**config.mk**
```make
export PLATFORM = sky130hd
export DESIGN_NAME = query_argument_checker_core
export DESIGN_NICKNAME = d
export VERILOG_FILES = /design/src/hw/rtl/qac_pkg.sv /design/src/hw/rtl/qac_parser.sv /design/src/hw/rtl/query_argument_checker_core.sv
export SDC_FILE = /design/constraint.sdc
export NUM_CORES = 1
export LEC_CHECK = 0
export BUFFER_PORTS_ARGS = -buffer_cell sky130_fd_sc_hd__buf_4
export CORE_UTILIZATION = 50
export CTS_BUF_LIST = sky130_fd_sc_hd__clkbuf_4 sky130_fd_sc_hd__clkbuf_8 sky130_fd_sc_hd__clkbuf_16
export DETAILED_ROUTE_END_ITERATION = 8
export GPL_TIMING_DRIVEN = 0
export PLACE_DENSITY_LB_ADDON = 0.05
export SLEW_MARGIN = 20
export SYNTH_ARGS = -nofsm -noshare
export SYNTH_HDL_FRONTEND = slang
export SYNTH_SLANG_ARGS = --single-unit
```
**constraint.sdc**
```tcl
create_clock -name aclk -period 5.5 [get_ports aclk]
set_input_delay 0.275 -clock aclk [delete_from_list [all_inputs] [get_ports aclk]]
set_output_delay 0.275 -clock aclk [all_outputs]
set_load 0.05 [all_outputs]
```
**src/hw/rtl/qac_pkg.sv**
```systemverilog
// ----------------------------------------------------------------------------
// qac_pkg
// Shared types, codes and character tables of the query argument checker.
// ----------------------------------------------------------------------------
`default_nettype none

package qac_pkg;

    localparam int QAC_MAX_QUERY_LEN = 256;

    // Error codes reported in the result beat
    localparam logic [3:0] ERR_NONE         = 4'd0;
    localparam logic [3:0] ERR_ARG_START    = 4'd1;
    localparam logic [3:0] ERR_KEY          = 4'd2;
    localparam logic [3:0] ERR_NON_ASCII    = 4'd3;
    localparam logic [3:0] ERR_NO_EQ        = 4'd4;
    localparam logic [3:0] ERR_TOO_LONG     = 4'd5;
    localparam logic [3:0] ERR_NON_GRAPHIC  = 4'd6;
    localparam logic [3:0] ERR_REPEAT       = 4'd7;
    localparam logic [3:0] ERR_ALGO_FIRST   = 4'd8;
    localparam logic [3:0] ERR_ALGO_CHAR    = 4'd9;
    localparam logic [3:0] ERR_BRR_HI       = 4'd10;
    localparam logic [3:0] ERR_BRR_LO       = 4'd11;
    localparam logic [3:0] ERR_BRR_SHORT    = 4'd12;
    localparam logic [3:0] ERR_FNP_EMPTY    = 4'd13;
    localparam logic [3:0] ERR_DANGLING_AMP = 4'd14;
    localparam logic [3:0] ERR_OVERLONG     = 4'd15;

    // Argument codes
    localparam logic [1:0] ARG_NONE = 2'd0;
    localparam logic [1:0] ARG_ALGO = 2'd1;
    localparam logic [1:0] ARG_BRR  = 2'd2;
    localparam logic [1:0] ARG_FNP  = 2'd3;

    localparam logic [7:0] CH_NUL = 8'h00;
    localparam logic [7:0] CH_AMP = 8'h26;
    localparam logic [7:0] CH_EQ  = 8'h3d;

    localparam int TDATA_W = 48;

    // Result fields; last member sits in the lowest bits
    typedef struct packed {
        logic [5:0] prefix_len;
        logic [7:0] prefix_start;
        logic       prefix_seen;
        logic [7:0] request_mask;
        logic       mask_seen;
        logic [3:0] algorithm_len;
        logic [7:0] algorithm_start;
        logic       algorithm_seen;
        logic [1:0] error_arg;
        logic [3:0] error_code;
    } qac_result_t;

    // Key text: "algo", "brr", "fnp"
    function automatic logic [7:0] key_char(input logic [1:0] arg, input logic [1:0] idx);
        logic [7:0] c;
        c = 8'h00;
        case (arg)
            ARG_ALGO: begin
                case (idx)
                    2'd0: c = "a";
                    2'd1: c = "l";
                    2'd2: c = "g";
                    default: c = "o";
                endcase
            end
            ARG_BRR: begin
                case (idx)
                    2'd0: c = "b";
                    2'd1: c = "r";
                    2'd2: c = "r";
                    default: c = 8'h00;
                endcase
            end
            ARG_FNP: begin
                case (idx)
                    2'd0: c = "f";
                    2'd1: c = "n";
                    2'd2: c = "p";
                    default: c = 8'h00;
                endcase
            end
            default: c = 8'h00;
        endcase
        return c;
    endfunction

    function automatic logic [2:0] key_len(input logic [1:0] arg);
        logic [2:0] n;
        case (arg)
            ARG_ALGO: n = 3'd4;
            ARG_BRR:  n = 3'd3;
            ARG_FNP:  n = 3'd3;
            default:  n = 3'd0;
        endcase
        return n;
    endfunction

    function automatic logic [5:0] val_max(input logic [1:0] arg);
        logic [5:0] n;
        case (arg)
            ARG_ALGO: n = 6'd8;
            ARG_BRR:  n = 6'd2;
            ARG_FNP:  n = 6'd32;
            default:  n = 6'd0;
        endcase
        return n;
    endfunction

    function automatic logic [2:0] arg_bit(input logic [1:0] arg);
        logic [2:0] b;
        case (arg)
            ARG_ALGO: b = 3'b001;
            ARG_BRR:  b = 3'b010;
            ARG_FNP:  b = 3'b100;
            default:  b = 3'b000;
        endcase
        return b;
    endfunction

endpackage

`default_nettype wire

```
**src/hw/rtl/qac_parser.sv**
```systemverilog
// ----------------------------------------------------------------------------
// qac_parser
// Per-byte parse state and its registered update; builds the result on the
// terminating byte and returns to the query-start state.
// ----------------------------------------------------------------------------
`default_nettype none

module qac_parser #(
    parameter int MAX_QUERY_LEN = qac_pkg::QAC_MAX_QUERY_LEN
) (
    input  wire logic               aclk,
    input  wire logic               aresetn,
    input  wire logic               step_en,
    input  wire logic [7:0]         ch,
    output qac_pkg::qac_result_t    result
);
    import qac_pkg::*;

    localparam int PosW = $clog2(MAX_QUERY_LEN + 1);
    localparam logic [PosW-1:0] MaxPos = PosW'(MAX_QUERY_LEN);

    typedef enum logic [2:0] {
        PH_START,
        PH_AMP,
        PH_KEY,
        PH_EQ,
        PH_VAL
    } phase_t;

    logic [PosW-1:0] pos_reg, pos_next;
    phase_t          phase_reg, phase_next;
    logic [1:0]      arg_reg, arg_next;
    logic [2:0]      kidx_reg, kidx_next;
    logic [5:0]      vcnt_reg, vcnt_next;
    logic [3:0]      ferr_reg, ferr_next;
    logic [1:0]      fown_reg, fown_next;
    logic [3:0]      pend_reg, pend_next;
    logic [2:0]      seen_reg, seen_next;
    logic [7:0]      astart_reg, astart_next;
    logic [3:0]      alen_reg, alen_next;
    logic [7:0]      mask_reg, mask_next;
    logic [7:0]      pstart_reg, pstart_next;
    logic [5:0]      plen_reg, plen_next;

    logic [PosW+7:0] pos_wide;
    logic [5:0]      vcnt_inc;
    logic [2:0]      cur_bit;
    logic            is_lower, is_digit, is_lhex;
    logic [3:0]      nib;
    logic [3:0]      close_code;
    logic            do_close;

    assign pos_wide = {8'h00, pos_reg} + (PosW+8)'(1);
    assign vcnt_inc = (vcnt_reg < 6'd63) ? vcnt_reg + 6'd1 : vcnt_reg;
    assign cur_bit  = arg_bit(arg_reg);
    assign is_lower = ch inside {["a":"z"]};
    assign is_digit = ch inside {["0":"9"]};
    assign is_lhex  = is_digit || (ch inside {["a":"f"]});
    assign nib      = is_digit ? ch[3:0] : ch[3:0] + 4'd9;

    // Verdict of closing the current value
    always_comb begin
        if (arg_reg == ARG_NONE) begin
            close_code = ERR_NONE;
        end else if ((seen_reg & cur_bit) != 3'b000) begin
            close_code = ERR_REPEAT;
        end else if (pend_reg != ERR_NONE) begin
            close_code = pend_reg;
        end else if (arg_reg == ARG_ALGO && vcnt_reg == 6'd0) begin
            close_code = ERR_ALGO_FIRST;
        end else if (arg_reg == ARG_BRR && vcnt_reg < 6'd2) begin
            close_code = ERR_BRR_SHORT;
        end else if (arg_reg == ARG_FNP && vcnt_reg == 6'd0) begin
            close_code = ERR_FNP_EMPTY;
        end else begin
            close_code = ERR_NONE;
        end
    end

    always_comb begin
        pos_next    = pos_reg;
        phase_next  = phase_reg;
        arg_next    = arg_reg;
        kidx_next   = kidx_reg;
        vcnt_next   = vcnt_reg;
        ferr_next   = ferr_reg;
        fown_next   = fown_reg;
        pend_next   = pend_reg;
        seen_next   = seen_reg;
        astart_next = astart_reg;
        alen_next   = alen_reg;
        mask_next   = mask_reg;
        pstart_next = pstart_reg;
        plen_next   = plen_reg;
        do_close    = 1'b0;
        result      = '0;

        if (step_en && ch != CH_NUL) begin
            if (ferr_reg == ERR_NONE) begin
                if (pos_reg >= MaxPos) begin
                    ferr_next = ERR_OVERLONG;
                    fown_next = ARG_NONE;
                end else begin
                    case (phase_reg)
                        PH_START, PH_AMP: begin
                            if (ch == "a" || ch == "b" || ch == "f") begin
                                arg_next   = (ch == "a") ? ARG_ALGO :
                                             (ch == "b") ? ARG_BRR : ARG_FNP;
                                kidx_next  = 3'd1;
                                vcnt_next  = 6'd0;
                                pend_next  = ERR_NONE;
                                phase_next = PH_KEY;
                            end else begin
                                ferr_next = ERR_ARG_START;
                                fown_next = ARG_NONE;
                            end
                        end
                        PH_KEY: begin
                            if (ch[7]) begin
                                ferr_next = ERR_NON_ASCII;
                                fown_next = arg_reg;
                            end else if (kidx_reg >= key_len(arg_reg) ||
                                         ch != key_char(arg_reg, kidx_reg[1:0])) begin
                                ferr_next = ERR_KEY;
                                fown_next = arg_reg;
                            end else begin
                                kidx_next = kidx_reg + 3'd1;
                                if (kidx_reg + 3'd1 >= key_len(arg_reg)) begin
                                    phase_next = PH_EQ;
                                end
                            end
                        end
                        PH_EQ: begin
                            if (ch != CH_EQ) begin
                                ferr_next = ERR_NO_EQ;
                                fown_next = arg_reg;
                            end else begin
                                if ((seen_reg & cur_bit) == 3'b000) begin
                                    if (arg_reg == ARG_ALGO) begin
                                        astart_next = pos_wide[7:0];
                                    end else if (arg_reg == ARG_FNP) begin
                                        pstart_next = pos_wide[7:0];
                                    end
                                end
                                phase_next = PH_VAL;
                            end
                        end
                        default: begin
                            if (ch == CH_AMP) begin
                                do_close   = 1'b1;
                                phase_next = PH_AMP;
                            end else begin
                                vcnt_next = vcnt_inc;
                                if (vcnt_inc > val_max(arg_reg)) begin
                                    ferr_next = ERR_TOO_LONG;
                                    fown_next = arg_reg;
                                end else if (ch[7]) begin
                                    ferr_next = ERR_NON_ASCII;
                                    fown_next = arg_reg;
                                end else if (ch < 8'h21 || ch > 8'h7e) begin
                                    ferr_next = ERR_NON_GRAPHIC;
                                    fown_next = arg_reg;
                                end else if (arg_reg == ARG_ALGO) begin
                                    if (pend_reg == ERR_NONE) begin
                                        if (vcnt_inc == 6'd1 && !is_lower) begin
                                            pend_next = ERR_ALGO_FIRST;
                                        end else if (!is_lower && !is_digit) begin
                                            pend_next = ERR_ALGO_CHAR;
                                        end
                                    end
                                end else if (arg_reg == ARG_BRR) begin
                                    if (!is_lhex) begin
                                        if (pend_reg == ERR_NONE) begin
                                            pend_next = (vcnt_inc == 6'd1) ? ERR_BRR_HI
                                                                           : ERR_BRR_LO;
                                        end
                                    end else if (!seen_reg[1]) begin
                                        mask_next = {mask_reg[3:0], nib};
                                    end
                                end
                            end
                        end
                    endcase
                end
            end
            if (pos_reg < MaxPos) begin
                pos_next = pos_reg + PosW'(1);
            end
        end else if (step_en) begin
            // Terminator: close what is open
            if (ferr_reg == ERR_NONE) begin
                case (phase_reg)
                    PH_VAL: do_close = 1'b1;
                    PH_KEY: begin
                        ferr_next = ERR_KEY;
                        fown_next = arg_reg;
                    end
                    PH_EQ: begin
                        ferr_next = ERR_NO_EQ;
                        fown_next = arg_reg;
                    end
                    PH_AMP: begin
                        ferr_next = ERR_DANGLING_AMP;
                        fown_next = ARG_NONE;
                    end
                    default: ;
                endcase
            end
        end

        if (do_close) begin
            if (close_code != ERR_NONE) begin
                ferr_next = close_code;
                fown_next = arg_reg;
            end else if (arg_reg != ARG_NONE) begin
                seen_next = seen_reg | cur_bit;
                if (arg_reg == ARG_ALGO) begin
                    alen_next = vcnt_reg[3:0];
                end else if (arg_reg == ARG_FNP) begin
                    plen_next = vcnt_reg;
                end
            end
        end

        if (step_en && ch == CH_NUL) begin
            if (ferr_next != ERR_NONE) begin
                result.error_code = ferr_next;
                result.error_arg  = fown_next;
            end else begin
                if (seen_next[0]) begin
                    result.algorithm_seen  = 1'b1;
                    result.algorithm_start = astart_next;
                    result.algorithm_len   = alen_next;
                end
                if (seen_next[1]) begin
                    result.mask_seen    = 1'b1;
                    result.request_mask = mask_next;
                end
                if (seen_next[2]) begin
                    result.prefix_seen  = 1'b1;
                    result.prefix_start = pstart_next;
                    result.prefix_len   = plen_next;
                end
            end
            // Back to query start for the next query
            pos_next    = '0;
            phase_next  = PH_START;
            arg_next    = ARG_NONE;
            kidx_next   = '0;
            vcnt_next   = '0;
            ferr_next   = ERR_NONE;
            fown_next   = ARG_NONE;
            pend_next   = ERR_NONE;
            seen_next   = '0;
            astart_next = '0;
            alen_next   = '0;
            mask_next   = '0;
            pstart_next = '0;
            plen_next   = '0;
        end
    end

    always_ff @(posedge aclk) begin
        if (!aresetn) begin
            pos_reg    <= '0;
            phase_reg  <= PH_START;
            arg_reg    <= ARG_NONE;
            kidx_reg   <= '0;
            vcnt_reg   <= '0;
            ferr_reg   <= ERR_NONE;
            fown_reg   <= ARG_NONE;
            pend_reg   <= ERR_NONE;
            seen_reg   <= '0;
            astart_reg <= '0;
            alen_reg   <= '0;
            mask_reg   <= '0;
            pstart_reg <= '0;
            plen_reg   <= '0;
        end else begin
            pos_reg    <= pos_next;
            phase_reg  <= phase_next;
            arg_reg    <= arg_next;
            kidx_reg   <= kidx_next;
            vcnt_reg   <= vcnt_next;
            ferr_reg   <= ferr_next;
            fown_reg   <= fown_next;
            pend_reg   <= pend_next;
            seen_reg   <= seen_next;
            astart_reg <= astart_next;
            alen_reg   <= alen_next;
            mask_reg   <= mask_next;
            pstart_reg <= pstart_next;
            plen_reg   <= plen_next;
        end
    end

endmodule

`default_nettype wire

```
**src/hw/rtl/query_argument_checker_core.sv**
```systemverilog
// ----------------------------------------------------------------------------
// query_argument_checker_core
// Checks a zero-terminated query string of algo/brr/fnp arguments, one byte
// per beat, and emits one result beat per query.
// ----------------------------------------------------------------------------
//
//  Channel | Dir | Bits of tdata                | Beat
//  --------+-----+------------------------------+-------------------------------
//  s_      | in  | ch [7:0]                     | one query byte, 0 ends query
//  m_      | out | result fields [42:0], pad 0  | one beat per terminator byte
//
//  Flow: one byte per cycle unless a held result stalls the pipe; a
//  terminator is registered at the input, then parsed into the result register.
//  The parse state is a handful of small registers updated once per byte;
//  that update is the only path between input and result registers.
//  Reset: synchronous, active low; clears the parser and both valid flags.
//  No clearing pass, so the block accepts beats right after reset.
//  Stalls: with a result held and m_tready low, the whole pipe holds and
//  s_tready drops; otherwise s_tready stays high.
//
`default_nettype none

module query_argument_checker_core #(
    parameter int MAX_QUERY_LEN = qac_pkg::QAC_MAX_QUERY_LEN
) (
    input  wire logic                        aclk,
    input  wire logic                        aresetn,
    // s_tdata: ch[7:0]
    input  wire logic [7:0]                  s_tdata,
    input  wire logic                        s_tvalid,
    output wire logic                        s_tready,
    // m_tdata: error_code[3:0], error_arg[5:4], algorithm_seen[6],
    //   algorithm_start[14:7], algorithm_len[18:15], mask_seen[19],
    //   request_mask[27:20], prefix_seen[28], prefix_start[36:29],
    //   prefix_len[42:37], zero pad[47:43]
    output wire logic [qac_pkg::TDATA_W-1:0] m_tdata,
    output wire logic                        m_tvalid,
    input  wire logic                        m_tready
);
    import qac_pkg::*;

    localparam int ResW = $bits(qac_result_t);

    logic        in_valid_reg;
    logic [7:0]  in_ch_reg;
    logic        m_valid_reg, m_valid_next;
    qac_result_t m_data_reg;
    qac_result_t result;
    logic        advance;
    logic        step_en;
    logic        is_term;

    // Advance the pipe unless a result is stuck at the output
    assign advance  = !m_valid_reg || m_tready;
    assign s_tready = advance;
    assign step_en  = advance && in_valid_reg;
    assign is_term  = in_valid_reg && in_ch_reg == CH_NUL;

    assign m_tvalid = m_valid_reg;
    assign m_tdata  = {(TDATA_W - ResW)'(0), m_data_reg};

    qac_parser #(
        .MAX_QUERY_LEN(MAX_QUERY_LEN)
    ) u_parser (
        .aclk    (aclk),
        .aresetn (aresetn),
        .step_en (step_en),
        .ch      (in_ch_reg),
        .result  (result)
    );

    // A result beat is loaded only when the terminator leaves the input register
    always_comb begin
        m_valid_next = m_valid_reg;
        if (advance) begin
            m_valid_next = is_term;
        end
    end

    always_ff @(posedge aclk) begin
        if (!aresetn) begin
            in_valid_reg <= 1'b0;
            m_valid_reg  <= 1'b0;
        end else begin
            m_valid_reg <= m_valid_next;
            if (advance) begin
                in_valid_reg <= s_tvalid;
            end
        end
        // Payload: hold while stalled
        if (advance) begin
            in_ch_reg <= s_tdata;
            if (is_term) begin
                m_data_reg <= result;
            end
        end
    end

    // An error result carries nothing beyond code and argument
    a_err_clean: assert property (@(posedge aclk) disable iff (!aresetn)
        m_tvalid && m_tdata[3:0] != ERR_NONE |-> m_tdata[47:6] == '0)
        else $error("error result with payload fields set");

    // A faulting argument is named only alongside an error code
    a_arg_has_code: assert property (@(posedge aclk) disable iff (!aresetn)
        m_tvalid && m_tdata[5:4] != ARG_NONE |-> m_tdata[3:0] != ERR_NONE)
        else $error("error_arg set without error_code");

    // A terminator moving out of the input register yields a result beat
    a_term_result: assert property (@(posedge aclk) disable iff (!aresetn)
        advance && is_term |=> m_tvalid)
        else $error("terminator beat produced no result");

    // Reported lengths stay within their value limits
    a_len_range: assert property (@(posedge aclk) disable iff (!aresetn)
        m_tvalid && m_tdata[6] |-> m_tdata[18:15] != 4'd0 && m_tdata[18:15] <= 4'd8)
        else $error("algorithm_len out of range");

    a_plen_range: assert property (@(posedge aclk) disable iff (!aresetn)
        m_tvalid && m_tdata[28] |-> m_tdata[42:37] != 6'd0 && m_tdata[42:37] <= 6'd32)
        else $error("prefix_len out of range");

endmodule

`default_nettype wire

```
======== Word level (Yosys, flattened, before mapping) ========
Cells that the tools add are included.
word-level totals
  input port bits ......................... 12
  bits in registers ....................... 123
  logic and storage cells ................. 290
  output and inout bits ................... 50
cells by class
  bitwise operators ....................... 9
  reductions and logical operators ........ 57
  magnitude comparators ................... 14
  equality and inequality tests ........... 28
  muxes and demuxes ....................... 150
  add/sub/neg operators ................... 5
operators with widths
  cell                                                            number
  2-to-1 mux 8 bit                                                32
  2-to-1 mux 4 bit                                                38
  2-to-1 mux 6 bit                                                13
  2-to-1 mux 3 bit                                                23
  case mux 4 bit (3 select lines)                                 3
  2-to-1 mux 2 bit                                                16
  equality test 8 x 7 -> 1 bit, second input constant             3
  case mux 8 bit (3 select lines)                                 1
  case mux 7 bit (3 select lines)                                 1
  case mux 3 bit (3 select lines)                                 2
  case mux 6 bit (3 select lines)                                 1
  less-or-equal comparator 8 x 7 -> 1 bit, second input constant  2
  nonzero test 4 bit                                              4
  case mux 7 bit (2 select lines)                                 1
  AND reduction 14 bit                                            1
  2-to-1 mux 1 bit                                                13
  logical AND 1 bit                                               12
  != test 2 bit, second input constant                            6
  case mux 3 bit (2 select lines)                                 2
  case mux 6 bit (2 select lines)                                 1
  OR reduction 2 bit                                              6
  adder 9 x 1 -> 9 bit, second input constant                     1
  >= comparator 9 bit, second input constant                      1
  less-than comparator 9 bit, second input constant               1
  other kinds (48)                                                79

======== Logic depth before layout (Yosys ltp) ========
  word-level depth ........................ 22
  gate-level depth with buffers ........... 17
  mapped depth without buffers ............ 14

======== Cells and area by module ========
Synthesis repeated with hierarchy kept, for this count alone.
unflattened totals
  cells, all modules ...................... 681
  area total of the unflattened synthesis .. 6454.9 sq um
by module, submodules not included
  module                       times used  cells each  area an instance (sq um)  sequential area each (sq um)
  qac_parser                   1           613         4773.3                    1381.3
  query_argument_checker_core  1           68          1681.6                    1571.5

======== Worst setup path before layout ========
No wires, ideal clock.
  kind .................................... register to register
  from .................................... register u_parser.vcnt_reg[0]
  to ...................................... register m_tdata[30] (netlist name)
  arrival time ............................ 3822 ps
  slack ................................... 1538 ps
  clock period less this slack ............ 3962 ps
  cell stages (with the launch flop) ...... 18
  data required time ...................... 5360 ps
  setup time .............................. 140 ps
  buffers on the path ..................... 3
  path through ............................ dfxtp_1 -> ha_1 -> clkbuf_1 -> and3_1 -> and3_1 -> clkbuf_1 -> o21ai_0 -> inv_1 -> ha_1 -> o21ai_0 -> a31oi_1 -> o31a_1 -> o32ai_1 -> o2111ai_1 -> a2111oi_4 -> nand3b_1 -> clkbuf_1 -> nor2_1
on the way
  longest elaborated chain between the ends .. 13
  elaborated cells on any way between the ends .. 29
  classes of those cells .................. 1 x add/sub; 3 x order compare; 17 x mux; 1 x bitwise; 7 x reduce/logical
ends and longest elaborated chain
  element                                                              RTL line                             RTL
  from (decl)                                                          qac_parser.sv:34                     logic [5:0] vcnt_reg, vcnt_next;
  from (signal assigned)                                               qac_parser.sv:284                    vcnt_reg <= vcnt_next;
  adder 6 x 1 -> 6 bit, or another cell as far along                   qac_parser.sv:54                     assign vcnt_inc = (vcnt_reg < 6'd63) ? vcnt_reg + 6'd1 : vcnt_reg;
  2-to-1 mux 6 bit or logical AND 1 bit (tied branches)                qac_parser.sv:54, qac_parser.sv:73
  greater-than comparator 6 bit or 2-to-1 mux 4 bit (tied branches)    qac_parser.sv:154, qac_parser.sv:73
  2-to-1 mux 4 bit, on equally long branches                           qac_parser.sv:154, qac_parser.sv:71
  2-to-1 mux 4 bit, on equally long branches                           qac_parser.sv:149, qac_parser.sv:69
  case mux 4 bit (3 select lines) or 2-to-1 mux 4 bit (tied branches)  qac_parser.sv:104, qac_parser.sv:67
  2-to-1 mux 4 bit, on equally long branches                           qac_parser.sv:100, qac_parser.sv:65
  2-to-1 mux 4 bit, on equally long branches                           qac_parser.sv:99, qac_parser.sv:63
  2-to-1 mux 4 bit or nonzero test 4 bit (tied branches)               qac_parser.sv:98, qac_parser.sv:212
  2-to-1 mux 4 bit or 2-to-1 mux 3 bit (tied branches)                 qac_parser.sv:212                    if (close_code != ERR_NONE) begin
  2-to-1 mux 4 bit or 2-to-1 mux 3 bit (tied branches)                 qac_parser.sv:211                    if (do_close) begin
  nonzero test 4 bit or NOT 1 bit (tied branches)                      n/a
  OR reduction 3 bit (no line) *                                       n/a
Mark *: on every way between the ends. The rest lies on a longest branch, timed or not.
A chain may end at the register's enable or synchronous reset.

======== Worst setup path after layout ========
  from .................................... register u_parser.vcnt_reg[1]
  to ...................................... register m_tdata[16] (netlist name)
on the way
  longest elaborated chain between the ends .. 13
  elaborated cells on any way between the ends .. 33
  classes of those cells .................. 1 x add/sub; 3 x order compare; 21 x mux; 1 x bitwise; 7 x reduce/logical
ends and longest elaborated chain
  element                                                              RTL line
  adder 6 x 1 -> 6 bit, or another cell as far along                   qac_parser.sv:54
  2-to-1 mux 6 bit or logical AND 1 bit (tied branches)                qac_parser.sv:54, qac_parser.sv:73
  greater-than comparator 6 bit or 2-to-1 mux 4 bit (tied branches)    qac_parser.sv:154, qac_parser.sv:73
  2-to-1 mux 4 bit, on equally long branches                           qac_parser.sv:154, qac_parser.sv:71
  2-to-1 mux 4 bit, on equally long branches                           qac_parser.sv:149, qac_parser.sv:69
  case mux 4 bit (3 select lines) or 2-to-1 mux 4 bit (tied branches)  qac_parser.sv:104, qac_parser.sv:67
  2-to-1 mux 4 bit, on equally long branches                           qac_parser.sv:100, qac_parser.sv:65
  2-to-1 mux 4 bit, on equally long branches                           qac_parser.sv:99, qac_parser.sv:63
  2-to-1 mux 4 bit or nonzero test 4 bit (tied branches)               qac_parser.sv:98, qac_parser.sv:212
  2-to-1 mux 4 bit or 2-to-1 mux 3 bit (tied branches)                 qac_parser.sv:212
  2-to-1 mux 4 bit or 2-to-1 mux 3 bit (tied branches)                 qac_parser.sv:211
  nonzero test 4 bit or NOT 1 bit (tied branches)                      n/a
  OR reduction 3 bit (no line)                                         n/a
Parallel ways exist; a longest one is shown, timed or not.

==> results.toml <==
[pwr]
power.internal_uw = 1690
pwr_per_cell_area_nw_per_um2 = 286
leakage_power_uw = 0.00307
net-switching-power_uw = 486
power_frac_seq = 0.437
clockPowerShare = 0.524
vdd_ir_drop_max_mv = 0.165
power.combinational.fraction = 0.039
netSwitchingFraction = 0.224

[clocking]
tritoncts_clock_tree = "built"
ctsLongestPathBuffers = 2
clock-root-buffer = "clkbuf_16"
clk_pin_slew_worst_paths_ns = 0.06
cts_made_buffers = 17
htree_num_levels = 4
later_pin_clock_latency_in_the_skew_report_ns = 0.43
post_cts.repair.setup_buffers = 0
cts.sink_count = 122

[global_routing]
wire_length_of_the_first_global_routing_pass_mm = 25.7
globalRouteTotalUtil = 0.261
grt_max_degree = 37
antenna_found_initial = 0
grt.overflow.total = 0
first_global_vias = 4922

[setup_path]
cp_max_fo = 10
reg2reg_depth = 17
cp.required_ns = 5.77
critical_path_arrival_ns = 5.19
regToRegEndpoint = "m_tdata[16]$_SDFFCE_PP0P_"
end_kind = "flip-flop"
critPathLaunch = "u_parser.vcnt_reg[1]$_SDFFE_PP0P_"
crit-reg2reg-launch = "u_parser.vcnt_reg[1]$_SDFFE_PP0P_"
timing.setup.critical_path_class = "flip-flop to flip-flop"
endpoint = "m_tdata[16]$_SDFFCE_PP0P_"
cp-start-kind = "flip-flop"
regToRegSetupSlack_ns = 0.58

[placed_design]
dp.cells = 893
finalWeightedCongestion = 0.938
placement.setup.worst_slack_ns = 0.316
placedInstanceArea_um2 = 6980
io_buffers = 56
dp.final_hpwl_mm = 11.8

[layout]
finalNetCount = 781
drive_above_1_share = 0.156
flip_flop_count_of_the_largest_register_all_copies_and_words_added = 43
finish.cell_count_without_fillers = 925
syn2layout_area_growth_pct = 20.2
antenna_cells = 0
filler_cell_count = 1056
post-route-cell-area_um2 = 7590

[sta]
clock-skew-final_ns = 0.00642
timing.final.max_slew_violations = 0
timing.final.crit_share = 0.895
tightestPinTransition_ns = 0.939
holdWs_ns = 0.0207
setup-tns-final_ns = 0
max_clock_freq_mhz = 203
post-route-worst-setup-slack_ns = 0.578
rsz0062_at_grt = "false"
setup_violations = 0
max_slew_margin = 0.370
min_period_ns = 4.92
timing.final.hold_violations = 0

[yosys]
yosys_most_used_dff = "dfxtp_1"
yosys_warnings = 0
synth_cells = 664
ys_ff_latch = 122
postSynth.asyncResetShare = 0
syn_avg_cell_area_um2 = 9.51
synth-seq-area-share = 0.467
synth_cell_type_count = 70
synth_enable_flop_cells = 51
mappedNetlistArea_um2 = 6320

[routing]
avg_wl_per_cell_um = 17.4
initial_drc_count = 458
drtPass1Iterations = 4
drc_errors = 0
ant_nets = 0
vias = 5249
finalWirelength_mm = 16.1
vias_per_cell = 5.67

[hold_path]
hold_start = "s_tdata[4]"
hold_path.class = "input port to flip-flop"

[run_status]
status = "completed"

[floorplan]
design.core.area_um2 = 12200
dieWidth_um = 114
fp.dieArea_um2 = 13100
starting_density = 0.519
std_cell_rows = 40
chipHeight_um = 114
io-pin-count = 62

[flow_run]
max-cap-violations = 0
[how the worst min path moves through the flow]
| stage | to | slack, ns | cells after the start |
|---|---|---|---|
| 2_1_floorplan | in_ch_reg[0]$_DFFE_PN_ | 0.37 | 0 |
| 3_3_place_gp | in_ch_reg[0]$_DFFE_PN_ | 0.45 | 1 |
| 3_5_place_dp | in_ch_reg[4]$_DFFE_PN_ | 0.45 | 1 |
| 4_1_cts | in_ch_reg[4]$_DFFE_PN_ | 0.01 | 1 |
| 5_1_grt | in_ch_reg[3]$_DFFE_PN_ | 0.008 | 1 |
| 6_report | in_ch_reg[4]$_DFFE_PN_ | 0.02 | 1 |
[power groups by stage]
stage	Sequential, uW	Combinational, uW	Clock [uW]
4_1_cts	950	83.8	1150
3_5_place_dp	969	83.6	0
6_report	950	84.7	1140
5_1_grt	951	91.2	1190
3_3_place_gp	969	82.6	0
2_1_floorplan	967	59.7	0
[cell usage after synthesis, types with 4 or more instances]
master | instances | share of area
nand3_1 | 20 | 0.016
and3_1 | 7 | 0.0069
nand4_1 | 8 | 0.0079
ha_1 | 25 | 0.050
buf_4 | 5 | 0.0059
nand2b_1 | 9 | 0.0089
a221oi_1 | 6 | 0.0083
o211a_1 | 5 | 0.0079
nand2_1 | 42 | 0.025
nor2b_1 | 10 | 0.0099
o21ai_0 | 18 | 0.014
a21boi_0 | 4 | 0.0048
mux2i_1 | 35 | 0.055
o22ai_1 | 7 | 0.0069
nor3_1 | 13 | 0.010
xor2_1 | 12 | 0.017
dfxtp_1 | 71 | 0.22
nor2_1 | 121 | 0.072
a221o_1 | 4 | 0.0063
nor4_1 | 7 | 0.0069
edfxtp_1 | 51 | 0.24
a211oi_1 | 7 | 0.0083
nand3b_1 | 6 | 0.0071
xnor2_1 | 10 | 0.014
and2_1 | 5 | 0.0050
or2_2 | 5 | 0.0050
clkbuf_1 | 28 | 0.017
buf_2 | 4 | 0.0032
a21oi_1 | 28 | 0.022
a31oi_1 | 8 | 0.0079
inv_1 | 24 | 0.014
[area by class of cell]
| cell class | instances | area, um2 | share of cell area |
|---|---|---|---|
| multi-input cells | 482 | 3120 | 0.411 |
| repair buffers | 57 | 440 | 0.0580 |
| plain buffers | 40 | 174 | 0.0229 |
| flip-flops and latches | 122 | 2950 | 0.389 |
| clock buffers | 18 | 433 | 0.0570 |
| well taps | 168 | 210 | 0.0277 |
| inverters | 24 | 90.1 | 0.0119 |
| clock inverters | 14 | 169 | 0.0222 |
[repair_timing]
action,4_1_cts,5_1_grt
hold buffers,0,0
endpoints found under the setup margin,0,19
gates resized for setup,0,1
[kinds of logic after synthesis]
group	after synthesis	share of synthesized area
AND/OR/NAND/NOR	273	0.212
flip-flops	122	0.467
AO/OA/AOI/OAI	119	0.137
buffers and inverters	64	0.0418
multiplexers	38	0.0608
adder cells (fa/ha/maj)	25	0.0495
XOR/XNOR	22	0.0305
other	1	0.000594
[metal layers]
metal | vias to the layer above | global-route usage | part of all wire
met5 | - | 0 | 0
met4 | 0 | 0.105 | 0.026
met3 | 37 | 0.0582 | 0.052
met2 | 176 | 0.412 | 0.46
met1 | 2496 | 0.348 | 0.47
li1 | 2540 | - | -
[layout by cell type (no fill, tap or decap), drive strengths merged, types with 4 or more instances in the layout]
| cell | count |
|---|---|
| nor2 | 121 |
| dfxtp | 71 |
| buf | 69 |
| edfxtp | 51 |
| clkbuf | 46 |
| nand2 | 43 |
| mux2i | 35 |
| a21oi | 28 |
| inv | 27 |
| ha | 25 |
| nand3 | 20 |
| o21ai | 19 |
| nor3 | 15 |
| xor2 | 12 |
| nor2b | 10 |
| xnor2 | 10 |
| nand2b | 9 |
| a31oi | 8 |
| nand4 | 8 |
| and3 | 7 |
| o22ai | 7 |
| nor4 | 7 |
| a211oi | 7 |
| nand3b | 6 |
| a221oi | 6 |
| or2 | 5 |
| and2 | 5 |
| o211a | 5 |
| conb | 5 |
| clkinv | 5 |
| a21boi | 4 |
| a221o | 4 |
| a2111oi | 4 |
[per-stage QoR]
stage / power, uW / utilization
final: 2180 / 0.624
after global routing: 2230 / 0.624
after CTS: 2180 / 0.624
after detailed placement: 1050 / 0.574
after global placement: 1050 / 0.573
after floorplan: 1030 / -
[critical path: stages, from the launching register on]
cell and delay [ns]:
dfxtp_1 0.52, ha_1 0.22, clkbuf_1 0.28, and3_1 0.27, and3_1 0.17, clkbuf_1 0.23, o21ai_0 0.20, inv_1 0.09
ha_1 0.25, o21ai_0 0.09, a31oi_1 0.07, o31a_1 0.30, o32ai_2 0.53, o2111ai_1 0.25, a2111oi_4 0.42, nand3b_1 0.25
clkbuf_1 0.38, nor2_1 0.22
Note: power is estimated with default switching activity, not from simulation.
